$ cat src/sv/sha256_pkg.sv
package sha256_pkg;

   localparam int WORD_W      = 32;
   localparam int BYTE_W      = 8;
   localparam int LEN_W       = 61;
   localparam int HASH_WORDS  = 8;
   localparam int SCHED_WORDS = 16;
   localparam int ROUNDS      = 64;
   localparam int FILL_W      = $clog2(ROUNDS);
   localparam int WIDX_W      = $clog2(SCHED_WORDS);
   localparam int DIDX_W      = $clog2(HASH_WORDS);

   typedef logic [WORD_W-1:0] word_type;
   typedef logic [HASH_WORDS-1:0][WORD_W-1:0] hash_type;

   // Byte position in the block at which the length no longer fits behind the pad byte.
   localparam logic [FILL_W-1:0] LEN_SPLIT = FILL_W'(56);
   localparam logic [BYTE_W-1:0] PAD_BYTE  = 8'h80;

   // Initial chaining value, word 0 in the lowest slot.
   localparam hash_type INIT_HASH = {
      32'h5be0cd19, 32'h1f83d9ab, 32'h9b05688c, 32'h510e527f,
      32'ha54ff53a, 32'h3c6ef372, 32'hbb67ae85, 32'h6a09e667
   };

   localparam word_type ROUND_K [ROUNDS] = '{
      32'h428a2f98, 32'h71374491, 32'hb5c0fbcf, 32'he9b5dba5,
      32'h3956c25b, 32'h59f111f1, 32'h923f82a4, 32'hab1c5ed5,
      32'hd807aa98, 32'h12835b01, 32'h243185be, 32'h550c7dc3,
      32'h72be5d74, 32'h80deb1fe, 32'h9bdc06a7, 32'hc19bf174,
      32'he49b69c1, 32'hefbe4786, 32'h0fc19dc6, 32'h240ca1cc,
      32'h2de92c6f, 32'h4a7484aa, 32'h5cb0a9dc, 32'h76f988da,
      32'h983e5152, 32'ha831c66d, 32'hb00327c8, 32'hbf597fc7,
      32'hc6e00bf3, 32'hd5a79147, 32'h06ca6351, 32'h14292967,
      32'h27b70a85, 32'h2e1b2138, 32'h4d2c6dfc, 32'h53380d13,
      32'h650a7354, 32'h766a0abb, 32'h81c2c92e, 32'h92722c85,
      32'ha2bfe8a1, 32'ha81a664b, 32'hc24b8b70, 32'hc76c51a3,
      32'hd192e819, 32'hd6990624, 32'hf40e3585, 32'h106aa070,
      32'h19a4c116, 32'h1e376c08, 32'h2748774c, 32'h34b0bcb5,
      32'h391c0cb3, 32'h4ed8aa4a, 32'h5b9cca4f, 32'h682e6ff3,
      32'h748f82ee, 32'h78a5636f, 32'h84c87814, 32'h8cc70208,
      32'h90befffa, 32'ha4506ceb, 32'hbef9a3f7, 32'hc67178f2
   };

   // Schedule window operations.
   localparam logic [2:0] SCHED_HOLD  = 3'd0;
   localparam logic [2:0] SCHED_BYTE  = 3'd1;
   localparam logic [2:0] SCHED_PAD   = 3'd2;
   localparam logic [2:0] SCHED_LEN   = 3'd3;
   localparam logic [2:0] SCHED_SHIFT = 3'd4;

   typedef struct packed {
      logic [2:0]        op;
      logic [FILL_W-1:0] fill;
      logic [BYTE_W-1:0] data;
      logic [LEN_W-1:0]  length;
   } sched_cmd_type;

   typedef struct packed {
      logic load;
      logic step;
   } round_cmd_type;

   function automatic word_type rotr(input word_type x, input int n);
      rotr = (x >> n) | (x << (WORD_W - n));
   endfunction

   function automatic word_type big_sigma0(input word_type x);
      big_sigma0 = rotr(x, 2) ^ rotr(x, 13) ^ rotr(x, 22);
   endfunction

   function automatic word_type big_sigma1(input word_type x);
      big_sigma1 = rotr(x, 6) ^ rotr(x, 11) ^ rotr(x, 25);
   endfunction

   function automatic word_type small_sigma0(input word_type x);
      small_sigma0 = rotr(x, 7) ^ rotr(x, 18) ^ (x >> 3);
   endfunction

   function automatic word_type small_sigma1(input word_type x);
      small_sigma1 = rotr(x, 17) ^ rotr(x, 19) ^ (x >> 10);
   endfunction

endpackage

$ cat src/sv/sha256_req_if.sv
interface sha256_req_if import sha256_pkg::*; ();
   logic              valid;
   logic              ready;
   logic [BYTE_W-1:0] data_byte;
   logic              byte_present;
   logic              message_end;

   modport source (output valid, data_byte, byte_present, message_end, input ready);
   modport sink   (input valid, data_byte, byte_present, message_end, output ready);
endinterface

$ cat src/sv/sha256_rsp_if.sv
interface sha256_rsp_if import sha256_pkg::*; ();
   logic              valid;
   logic              ready;
   logic [WORD_W-1:0] digest_word;
   logic [DIDX_W-1:0] word_index;
   logic              last_word;

   modport source (output valid, digest_word, word_index, last_word, input ready);
   modport sink   (input valid, digest_word, word_index, last_word, output ready);
endinterface

$ cat src/sv/sha256_sched.sv
module sha256_sched import sha256_pkg::*; (
   input  logic          clock,
   input  sched_cmd_type cmd,
   output word_type      w_cur
);

   word_type win_ff [SCHED_WORDS];
   word_type win_in [SCHED_WORDS];

   logic [WIDX_W-1:0] word_sel;
   logic [1:0]        lane_sel;
   word_type          len_hi;
   word_type          len_lo;

   assign word_sel = cmd.fill[FILL_W-1:2];
   assign lane_sel = cmd.fill[1:0];
   assign len_hi   = cmd.length[LEN_W-1:LEN_W-WORD_W];
   assign len_lo   = {cmd.length[LEN_W-WORD_W-1:0], 3'b000};

   always_comb begin
      win_in = win_ff;
      unique case (cmd.op)
         SCHED_BYTE: begin
            for (int j = 0; j < SCHED_WORDS; j++) begin
               for (int b = 0; b < 4; b++) begin
                  if (WIDX_W'(j) == word_sel && 2'(b) == lane_sel) begin
                     win_in[j][8*(3-b) +: 8] = cmd.data;
                  end
               end
            end
         end
         SCHED_PAD: begin
            // Pad byte at fill, zeros behind, length if room.
            for (int j = 0; j < SCHED_WORDS; j++) begin
               if (WIDX_W'(j) > word_sel) begin
                  win_in[j] = '0;
               end else if (WIDX_W'(j) == word_sel) begin
                  for (int b = 0; b < 4; b++) begin
                     if (2'(b) == lane_sel) begin
                        win_in[j][8*(3-b) +: 8] = PAD_BYTE;
                     end else if (2'(b) > lane_sel) begin
                        win_in[j][8*(3-b) +: 8] = '0;
                     end
                  end
               end
            end
            if (cmd.fill < LEN_SPLIT) begin
               win_in[SCHED_WORDS-2] = len_hi;
               win_in[SCHED_WORDS-1] = len_lo;
            end
         end
         SCHED_LEN: begin
            for (int j = 0; j < SCHED_WORDS; j++) begin
               win_in[j] = '0;
            end
            win_in[SCHED_WORDS-2] = len_hi;
            win_in[SCHED_WORDS-1] = len_lo;
         end
         SCHED_SHIFT: begin
            for (int j = 0; j < SCHED_WORDS - 1; j++) begin
               win_in[j] = win_ff[j+1];
            end
            win_in[SCHED_WORDS-1] = small_sigma1(win_ff[14]) + win_ff[9]
                                  + small_sigma0(win_ff[1]) + win_ff[0];
         end
         default: begin
         end
      endcase
   end

   always_ff @(posedge clock) begin
      win_ff <= win_in;
   end

   assign w_cur = win_ff[0];

endmodule

$ cat src/sv/sha256_round.sv
module sha256_round import sha256_pkg::*; (
   input  logic          clock,
   input  round_cmd_type cmd,
   input  hash_type      init_vars,
   input  word_type      k_word,
   input  word_type      w_word,
   output hash_type      vars
);

   hash_type vars_ff;
   hash_type vars_in;
   word_type t1;
   word_type t2;

   always_comb begin
      t1 = vars_ff[7] + big_sigma1(vars_ff[4])
         + ((vars_ff[4] & vars_ff[5]) ^ (~vars_ff[4] & vars_ff[6])) + k_word + w_word;
      t2 = big_sigma0(vars_ff[0])
         + ((vars_ff[0] & vars_ff[1]) ^ (vars_ff[0] & vars_ff[2]) ^ (vars_ff[1] & vars_ff[2]));
      vars_in = vars_ff;
      priority if (cmd.load) begin
         vars_in = init_vars;
      end else if (cmd.step) begin
         vars_in[7] = vars_ff[6];
         vars_in[6] = vars_ff[5];
         vars_in[5] = vars_ff[4];
         vars_in[4] = vars_ff[3] + t1;
         vars_in[3] = vars_ff[2];
         vars_in[2] = vars_ff[1];
         vars_in[1] = vars_ff[0];
         vars_in[0] = t1 + t2;
      end
   end

   always_ff @(posedge clock) begin
      vars_ff <= vars_in;
   end

   assign vars = vars_ff;

endmodule

$ cat src/sv/sha256_hash.sv
// SHA-256 engine that takes a message one byte item at a time and returns the
// digest as eight 32-bit word items, word 0 first, the eighth marked last_word.
// An item with message_end set closes the message after its byte; an end item
// with byte_present clear adds no byte, so an empty message is legal. The 64th
// byte of a block starts the compression: a load of the working variables, the
// rounds of the single round unit (one round per cycle, with the message schedule
// shifting alongside) and an add into the chaining value, during which req ready
// is low. Closing a message costs a padding step, one compression (two
// compressions and a length step between them when 56 or more bytes of the
// last block are used) and a hand-over of the digest to the output buffer. The
// digest waits in its own buffer, so the next message can stream in while the
// words are being taken; a second digest waits only if the buffer is still
// draining. The bit length wraps modulo 2^64.
module sha256_hash import sha256_pkg::*; (
   input logic         clock,
   input logic         reset,
   sha256_req_if.sink  req_ch,
   sha256_rsp_if.source rsp_ch
);

   localparam logic [2:0] S_IDLE  = 3'd0;
   localparam logic [2:0] S_PAD   = 3'd1;
   localparam logic [2:0] S_LEN   = 3'd2;
   localparam logic [2:0] S_LOAD  = 3'd3;
   localparam logic [2:0] S_ROUND = 3'd4;
   localparam logic [2:0] S_ADD   = 3'd5;
   localparam logic [2:0] S_DONE  = 3'd6;

   // What follows the compression of the current block.
   localparam logic [1:0] BLK_DATA  = 2'd0;
   localparam logic [1:0] BLK_EXTRA = 2'd1;
   localparam logic [1:0] BLK_FINAL = 2'd2;

   logic [2:0]        state_ff, state_in;
   logic [1:0]        kind_ff, kind_in;
   logic              end_pend_ff, end_pend_in;
   logic [FILL_W-1:0] fill_ff, fill_in;
   logic [LEN_W-1:0]  len_ff, len_in;
   logic [FILL_W-1:0] round_ff, round_in;
   hash_type          hash_ff, hash_in;
   hash_type          out_buf_ff, out_buf_in;
   logic              out_valid_ff, out_valid_in;
   logic [DIDX_W-1:0] out_idx_ff, out_idx_in;

   sched_cmd_type     sched_cmd;
   round_cmd_type     round_cmd;
   word_type          w_cur;
   word_type          k_word;
   hash_type          vars;

   logic              req_take;
   logic              rsp_take;

   assign req_ch.ready = (state_ff == S_IDLE);
   assign req_take     = req_ch.valid && req_ch.ready;
   assign rsp_take     = rsp_ch.valid && rsp_ch.ready;

   assign k_word = ROUND_K[round_ff];

   sha256_sched u_sched (
      .clock (clock),
      .cmd   (sched_cmd),
      .w_cur (w_cur)
   );

   sha256_round u_round (
      .clock     (clock),
      .cmd       (round_cmd),
      .init_vars (hash_ff),
      .k_word    (k_word),
      .w_word    (w_cur),
      .vars      (vars)
   );

   always_comb begin
      state_in     = state_ff;
      kind_in      = kind_ff;
      end_pend_in  = end_pend_ff;
      fill_in      = fill_ff;
      len_in       = len_ff;
      round_in     = round_ff;
      hash_in      = hash_ff;
      out_buf_in   = out_buf_ff;
      out_valid_in = out_valid_ff;
      out_idx_in   = out_idx_ff;

      sched_cmd.op     = SCHED_HOLD;
      sched_cmd.fill   = fill_ff;
      sched_cmd.data   = req_ch.data_byte;
      sched_cmd.length = len_ff;
      round_cmd        = '0;

      // Digest words leave one per handshake from the bottom of the buffer.
      if (rsp_take) begin
         out_buf_in = {WORD_W'(0), out_buf_ff[HASH_WORDS-1:1]};
         out_idx_in = out_idx_ff + DIDX_W'(1);
         if (out_idx_ff == DIDX_W'(HASH_WORDS - 1)) begin
            out_valid_in = 1'b0;
         end
      end

      unique case (state_ff)
         S_IDLE: begin
            if (req_take) begin
               if (req_ch.byte_present) begin
                  sched_cmd.op = SCHED_BYTE;
                  fill_in      = fill_ff + FILL_W'(1);
                  len_in       = len_ff + LEN_W'(1);
                  if (fill_ff == FILL_W'(ROUNDS - 1)) begin
                     // Block full: compress it, and pad afterwards if this item ends.
                     kind_in     = BLK_DATA;
                     end_pend_in = req_ch.message_end;
                     state_in    = S_LOAD;
                  end else if (req_ch.message_end) begin
                     state_in = S_PAD;
                  end
               end else if (req_ch.message_end) begin
                  state_in = S_PAD;
               end
            end
         end
         S_PAD: begin
            sched_cmd.op = SCHED_PAD;
            end_pend_in  = 1'b0;
            kind_in      = (fill_ff >= LEN_SPLIT) ? BLK_EXTRA : BLK_FINAL;
            state_in     = S_LOAD;
         end
         S_LEN: begin
            sched_cmd.op = SCHED_LEN;
            kind_in      = BLK_FINAL;
            state_in     = S_LOAD;
         end
         S_LOAD: begin
            round_cmd.load = 1'b1;
            round_in       = '0;
            state_in       = S_ROUND;
         end
         S_ROUND: begin
            round_cmd.step = 1'b1;
            sched_cmd.op   = SCHED_SHIFT;
            round_in       = round_ff + FILL_W'(1);
            if (round_ff == FILL_W'(ROUNDS - 1)) begin
               state_in = S_ADD;
            end
         end
         S_ADD: begin
            for (int i = 0; i < HASH_WORDS; i++) begin
               hash_in[i] = hash_ff[i] + vars[i];
            end
            unique case (kind_ff)
               BLK_DATA:  state_in = end_pend_ff ? S_PAD : S_IDLE;
               BLK_EXTRA: state_in = S_LEN;
               BLK_FINAL: state_in = S_DONE;
               default:   state_in = S_IDLE;
            endcase
         end
         S_DONE: begin
            // Hand the digest over once the previous one has fully drained.
            if (!out_valid_ff) begin
               out_buf_in   = hash_ff;
               out_valid_in = 1'b1;
               out_idx_in   = '0;
               hash_in      = INIT_HASH;
               fill_in      = '0;
               len_in       = '0;
               state_in     = S_IDLE;
            end
         end
         default: begin
            state_in = S_IDLE;
         end
      endcase
   end

   always_ff @(posedge clock) begin
      if (reset) begin
         state_ff     <= S_IDLE;
         kind_ff      <= BLK_DATA;
         end_pend_ff  <= 1'b0;
         fill_ff      <= '0;
         len_ff       <= '0;
         round_ff     <= '0;
         hash_ff      <= INIT_HASH;
         out_valid_ff <= 1'b0;
         out_idx_ff   <= '0;
      end else begin
         state_ff     <= state_in;
         kind_ff      <= kind_in;
         end_pend_ff  <= end_pend_in;
         fill_ff      <= fill_in;
         len_ff       <= len_in;
         round_ff     <= round_in;
         hash_ff      <= hash_in;
         out_valid_ff <= out_valid_in;
         out_idx_ff   <= out_idx_in;
      end
   end

   always_ff @(posedge clock) begin
      out_buf_ff <= out_buf_in;
   end

   assign rsp_ch.valid       = out_valid_ff;
   assign rsp_ch.digest_word = out_buf_ff[0];
   assign rsp_ch.word_index  = out_idx_ff;
   assign rsp_ch.last_word   = (out_idx_ff == DIDX_W'(HASH_WORDS - 1));

   // The round counter ends a compression after exactly 64 rounds.
   assert property (@(posedge clock) disable iff (reset)
      (state_ff == S_ROUND && round_ff == FILL_W'(ROUNDS - 1)) |=> (state_ff == S_ADD))
      else $error("compression did not end after the last round");

   // The 64th byte of a block starts a compression with an empty fill.
   assert property (@(posedge clock) disable iff (reset)
      (req_take && req_ch.byte_present && fill_ff == FILL_W'(ROUNDS - 1))
      |=> (state_ff == S_LOAD && fill_ff == '0))
      else $error("full block did not start a compression");

   // A finished digest never overwrites one that is still being read out.
   assert property (@(posedge clock) disable iff (reset)
      (state_ff == S_DONE && out_valid_ff) |=> (state_ff == S_DONE))
      else $error("digest handed over while output buffer busy");

endmodule
$ cat src/flat_wrapper.sv
// flat-port wrapper written by rule: the top's interface ports become plain ports
module sha256_hash_flat import sha256_pkg::*;
  (clock, reset, req_ch_valid, req_ch_data_byte, req_ch_byte_present, req_ch_message_end, req_ch_ready, rsp_ch_valid, rsp_ch_digest_word, rsp_ch_word_index, rsp_ch_last_word, rsp_ch_ready);
  sha256_req_if req_ch_i ();
  sha256_rsp_if rsp_ch_i ();
  input logic clock;
  input logic reset;
  input wire logic [$bits(req_ch_i.valid)-1:0] req_ch_valid;
  input wire logic [$bits(req_ch_i.data_byte)-1:0] req_ch_data_byte;
  input wire logic [$bits(req_ch_i.byte_present)-1:0] req_ch_byte_present;
  input wire logic [$bits(req_ch_i.message_end)-1:0] req_ch_message_end;
  output wire logic [$bits(req_ch_i.ready)-1:0] req_ch_ready;
  output wire logic [$bits(rsp_ch_i.valid)-1:0] rsp_ch_valid;
  output wire logic [$bits(rsp_ch_i.digest_word)-1:0] rsp_ch_digest_word;
  output wire logic [$bits(rsp_ch_i.word_index)-1:0] rsp_ch_word_index;
  output wire logic [$bits(rsp_ch_i.last_word)-1:0] rsp_ch_last_word;
  input wire logic [$bits(rsp_ch_i.ready)-1:0] rsp_ch_ready;
  assign req_ch_i.valid = req_ch_valid;
  assign req_ch_i.data_byte = req_ch_data_byte;
  assign req_ch_i.byte_present = req_ch_byte_present;
  assign req_ch_i.message_end = req_ch_message_end;
  assign req_ch_ready = req_ch_i.ready;
  assign rsp_ch_valid = rsp_ch_i.valid;
  assign rsp_ch_digest_word = rsp_ch_i.digest_word;
  assign rsp_ch_word_index = rsp_ch_i.word_index;
  assign rsp_ch_last_word = rsp_ch_i.last_word;
  assign rsp_ch_i.ready = rsp_ch_ready;
  sha256_hash u_core (.clock(clock), .reset(reset), .req_ch(req_ch_i), .rsp_ch(rsp_ch_i));
endmodule
$ cat config.mk
export PLATFORM = sky130hd
export DESIGN_NAME = sha256_hash_flat
export DESIGN_NICKNAME = d
export VERILOG_FILES = /design/src/sv/sha256_pkg.sv /design/src/sv/sha256_req_if.sv /design/src/sv/sha256_rsp_if.sv /design/src/sv/sha256_sched.sv /design/src/sv/sha256_round.sv /design/src/sv/sha256_hash.sv /design/src/flat_wrapper.sv
export SDC_FILE = /design/constraint.sdc
export NUM_CORES = 2
export LEC_CHECK = 0
export BUFFER_PORTS_ARGS = -buffer_cell sky130_fd_sc_hd__buf_2
export CAP_MARGIN = 5
export CELL_PAD_IN_SITES_DETAIL_PLACEMENT = 1
export CELL_PAD_IN_SITES_GLOBAL_PLACEMENT = 2
export CORE_ASPECT_RATIO = 0.8
export CORE_UTILIZATION = 42
export DETAILED_ROUTE_END_ITERATION = 16
export GPL_TIMING_DRIVEN = 0
export PLACE_DENSITY = 0.82
export SYNTH_ARGS = -nofsm -noshare
export SYNTH_HDL_FRONTEND = slang
export SYNTH_HIERARCHICAL = 1
export SYNTH_SLANG_ARGS = --single-unit
$ cat constraint.sdc
create_clock -name clock -period 9.2 [get_ports clock]
set_clock_uncertainty 0.2 [all_clocks]
set_input_delay 0.92 -clock clock [delete_from_list [all_inputs] [get_ports clock]]
set_output_delay 0.92 -clock clock [all_outputs]
set_load 0.01 [all_outputs]
==> flow_summary.ini <==
[status]
outcome = finished, violations left
violations = capacitance limit, slew limit, setup timing

[yosys]
synth-adder-area-share = 0.107
synth_top_area_share = 0.273
synth_flop_cell = edfxtp_1
synth-async-reset-ratio = 0
ys_warn_count = 6
synth_area_leaders = edfxtp_1 (27%), dfxtp_1 (14%), ha_1 (5.9%)
avgSynthCellArea_um2 = 9.44
synthDistinctLibCells = 124
synth_top_area_cell = edfxtp_1
synth-edff-count = 768
synth_mux_area_frac = 0.0346
synth_top_family_by_area = compound AO/OA/AOI/OAI gates
syn_area_um2 = 84600
syn_nets = 9563
synth_compound_area_frac = 0.200
synthXorXnorAreaFrac = 0.0613
synthCells = 8957
ys_ff_latch = 1363
synth-simple-area-share = 0.133
synth-seq-area-share = 0.414

[route]
drc_errors = 0
drt-total-wl_um = 417000
vias_per_cell = 6.44
num_vias = 77500
drt_iter0_drc = 10600
ant_nets = 0
dr.pass1.iters = 6
wl_per_cell_um = 34.6

[sta]
clock.fmax_mhz = 109
final_max_slew_viol_count = 31
setup_viol = 1
fin_crit_sh = 1.00
hold_viol = 0
worstMarginPinSlew_ns = 1.54
min_period_ns = 9.20
slew_headroom = -0.0239
setup_slack_ns = -0.00255

[clocking]
cts_max_path_buffers = 3
htree_levels = 4
clk_pin_slew_ns = 0.06
cts_tree = yes
hold_buffers = 0
clkSinkCount = 1363
cts_buffers = 153
clock_latency_ns = 0.84
root_buffer = clkbuf_16

[global_routing]
grt_max_degree = 56
grt_pass1_vias = 74200
grt_overflow_total = 0
antenna_found_initial = 22
grtUsageTotal = 0.399
grt_pass1_wl_um = 577000

[floorplanning]
start_util = 0.425
placementRows = 146
core_um2 = 199000
die_x_um = 504
dieArea_um2 = 203000
ios = 52
die_y_um = 403

[placed_design]
gp_congestion = 1.00
portBuffers = 51
place_ws_ns = -2.75
placed_cells = 11700
hpwl_um = 327000

[cells_and_area]
final_nets = 9838
final_cells = 12000
drive_gt1_frac = 0.107
final_util = 0.478
nFillCells = 22400
synthToLayoutAreaGrowth_pct = 12.5

[worst_setup_path]
critical_path_arrival_ns = 9.62
cp_max_fo = 10
cp-start-kind = flop
end_kind = flop
crit_type = flop to flop
cp.required_ns = 9.61

[flow_run]
maxCapViolations = 3

[hold_path]
hold_class = input port to flop
synthesized netlist by cell type, types with 65 or more instances:
cell type	n
buf_4	67
ha_1	397
a221o_1	73
inv_1	395
buf_2	65
nand2b_1	105
o21bai_1	74
o21ai_0	416
xnor2_1	353
nand2_1	1016
a21o_1	581
dfxtp_1	595
nor3_1	154
clkbuf_1	457
nand3_1	155
nor2_1	723
xor2_1	234
a21oi_1	635
fa_1	195
mux2_2	212
edfxtp_1	768
a31oi_1	277
and3_1	67
timing repair:
action	4_1_cts	5_1_grt
pin swaps	5	18
setup buffers	8	13
endpoints found under the setup margin	49	21
gates resized for setup	189	80
flip-flops by register name (all words and copies together), names as in the netlist:
register	count
u_core/fill_ff	6
u_core/rsp_ch.valid	1
u_core/out_buf_ff	224
u_core/rsp_ch.digest_word	32
u_core/u_round/vars	256
u_core/rsp_ch.word_index	3
u_core/kind_ff	2
u_core/u_sched/win_ff	480
u_core/end_pend_ff	1
u_core/len_ff	61
u_core/state_ff	3
u_core/u_sched/w_cur	32
u_core/hash_ff	256
u_core/round_ff	6
through the flow:
stage / hold WS [ns] / cell area [um2] / TNS (ns)
floorplan: 0.237 / 84600 / 0
global placement: 0.245 / 88200 / -471.48
finish: 0.240 / 95200 / -0.00255
CTS: 0.205 / 94800 / 0
detailed placement: 0.251 / 88900 / -71.15
global route: 0.232 / 95200 / -0.0444
critical path: stages (launching register included):
cell and delay (ns):
dfxtp_2 0.36, inv_1 0.08, clkbuf_2 0.32, clkdlybuf4s15_2 0.55, a211oi_1 0.15, o311ai_1 0.57, o21ai_0 0.20, inv_1 0.23
fa_1 0.45, inv_1 0.14, fa_1 0.46, fa_1 0.46, ha_1 0.37, and4_1 0.24, a211oi_1 0.21, o21a_2 0.27
nor2b_1 0.10, o21ai_0 0.15, nand2b_1 0.08, xor2_1 0.45, ha_1 0.32, and4_1 0.27, nand4_1 0.46, a311o_1 0.57
a211oi_2 0.58, o21ai_0 0.28, and3_1 0.23, o31ai_1 0.23
final cells by class:
type | instances | area [um2] | share of cell area
antenna | 13 | 32.5 | 0.000342
buffer | 629 | 2990 | 0.0314
clock buffer | 217 | 4290 | 0.0451
clock inverter | 67 | 936 | 0.00983
inverter | 399 | 1500 | 0.0158
multi-input combinational | 6560 | 46000 | 0.484
sequential | 1363 | 35000 | 0.368
tap | 2664 | 3330 | 0.0350
timing repair buffer | 126 | 1090 | 0.0114
cell families (layout without fill, tap and decap cells):
family,count (synthesis),count (layout)
AO/OA/AOI/OAI,2574,2574
other,0,13
buffers and inverters,1034,1438
adder cells (fa/ha/maj),613,613
XOR/XNOR,589,589
flip-flops,1363,1363
multiplexers,261,261
AND/OR/NAND/NOR,2523,2523
placed cells by master, fill, tap and decap left out, types with 155 or more instances in the layout:
cell / netlist / routed
nand3_1: 155 / 155
fa_1: 195 / 190
a21oi_1: 635 / 619
nor2_1: 723 / 710
xnor2_1: 353 / 347
dfxtp_1: 595 / 590
clkbuf_1: 457 / 429
edfxtp_1: 768 / 768
a21o_1: 581 / 581
ha_1: 397 / 381
inv_1: 395 / 390
clkbuf_16: 0 / 155
a31oi_1: 277 / 275
o21ai_0: 416 / 403
nand2_1: 1016 / 1011
mux2_2: 212 / 212
xor2_1: 234 / 233
path summary, 6_finish.rpt:
check                              startpoint                                  to  slack [ns]  cells past startpoint
max           u_core/round_ff[2]$_SDFFE_PP0P_  u_core/u_round/vars[159]$_DFFE_PP_      -0.003                     27
min                        req_ch_message_end     u_core/end_pend_ff$_SDFFE_PP0P_        0.24                      3
max reg2reg   u_core/round_ff[2]$_SDFFE_PP0P_  u_core/u_round/vars[159]$_DFFE_PP_      -0.003                     27
min reg2reg  u_core/hash_ff[228]$_SDFFE_PP1P_      u_core/out_buf_ff[228]$_DFF_P_        0.25                      2
layer usage:
layer  GRT usage  part of all wire  up-vias
met4       0.118             0.032       22
met5     0.00212           0.00042        -
met3       0.120              0.13      631
met2       0.536              0.39     4523
met1       0.603              0.45    39800
li1            -                 -    32500
Power is left out: the tool's default activity adds up to more than one toggle a clock period on the data nets, which glitch-free logic cannot reach.
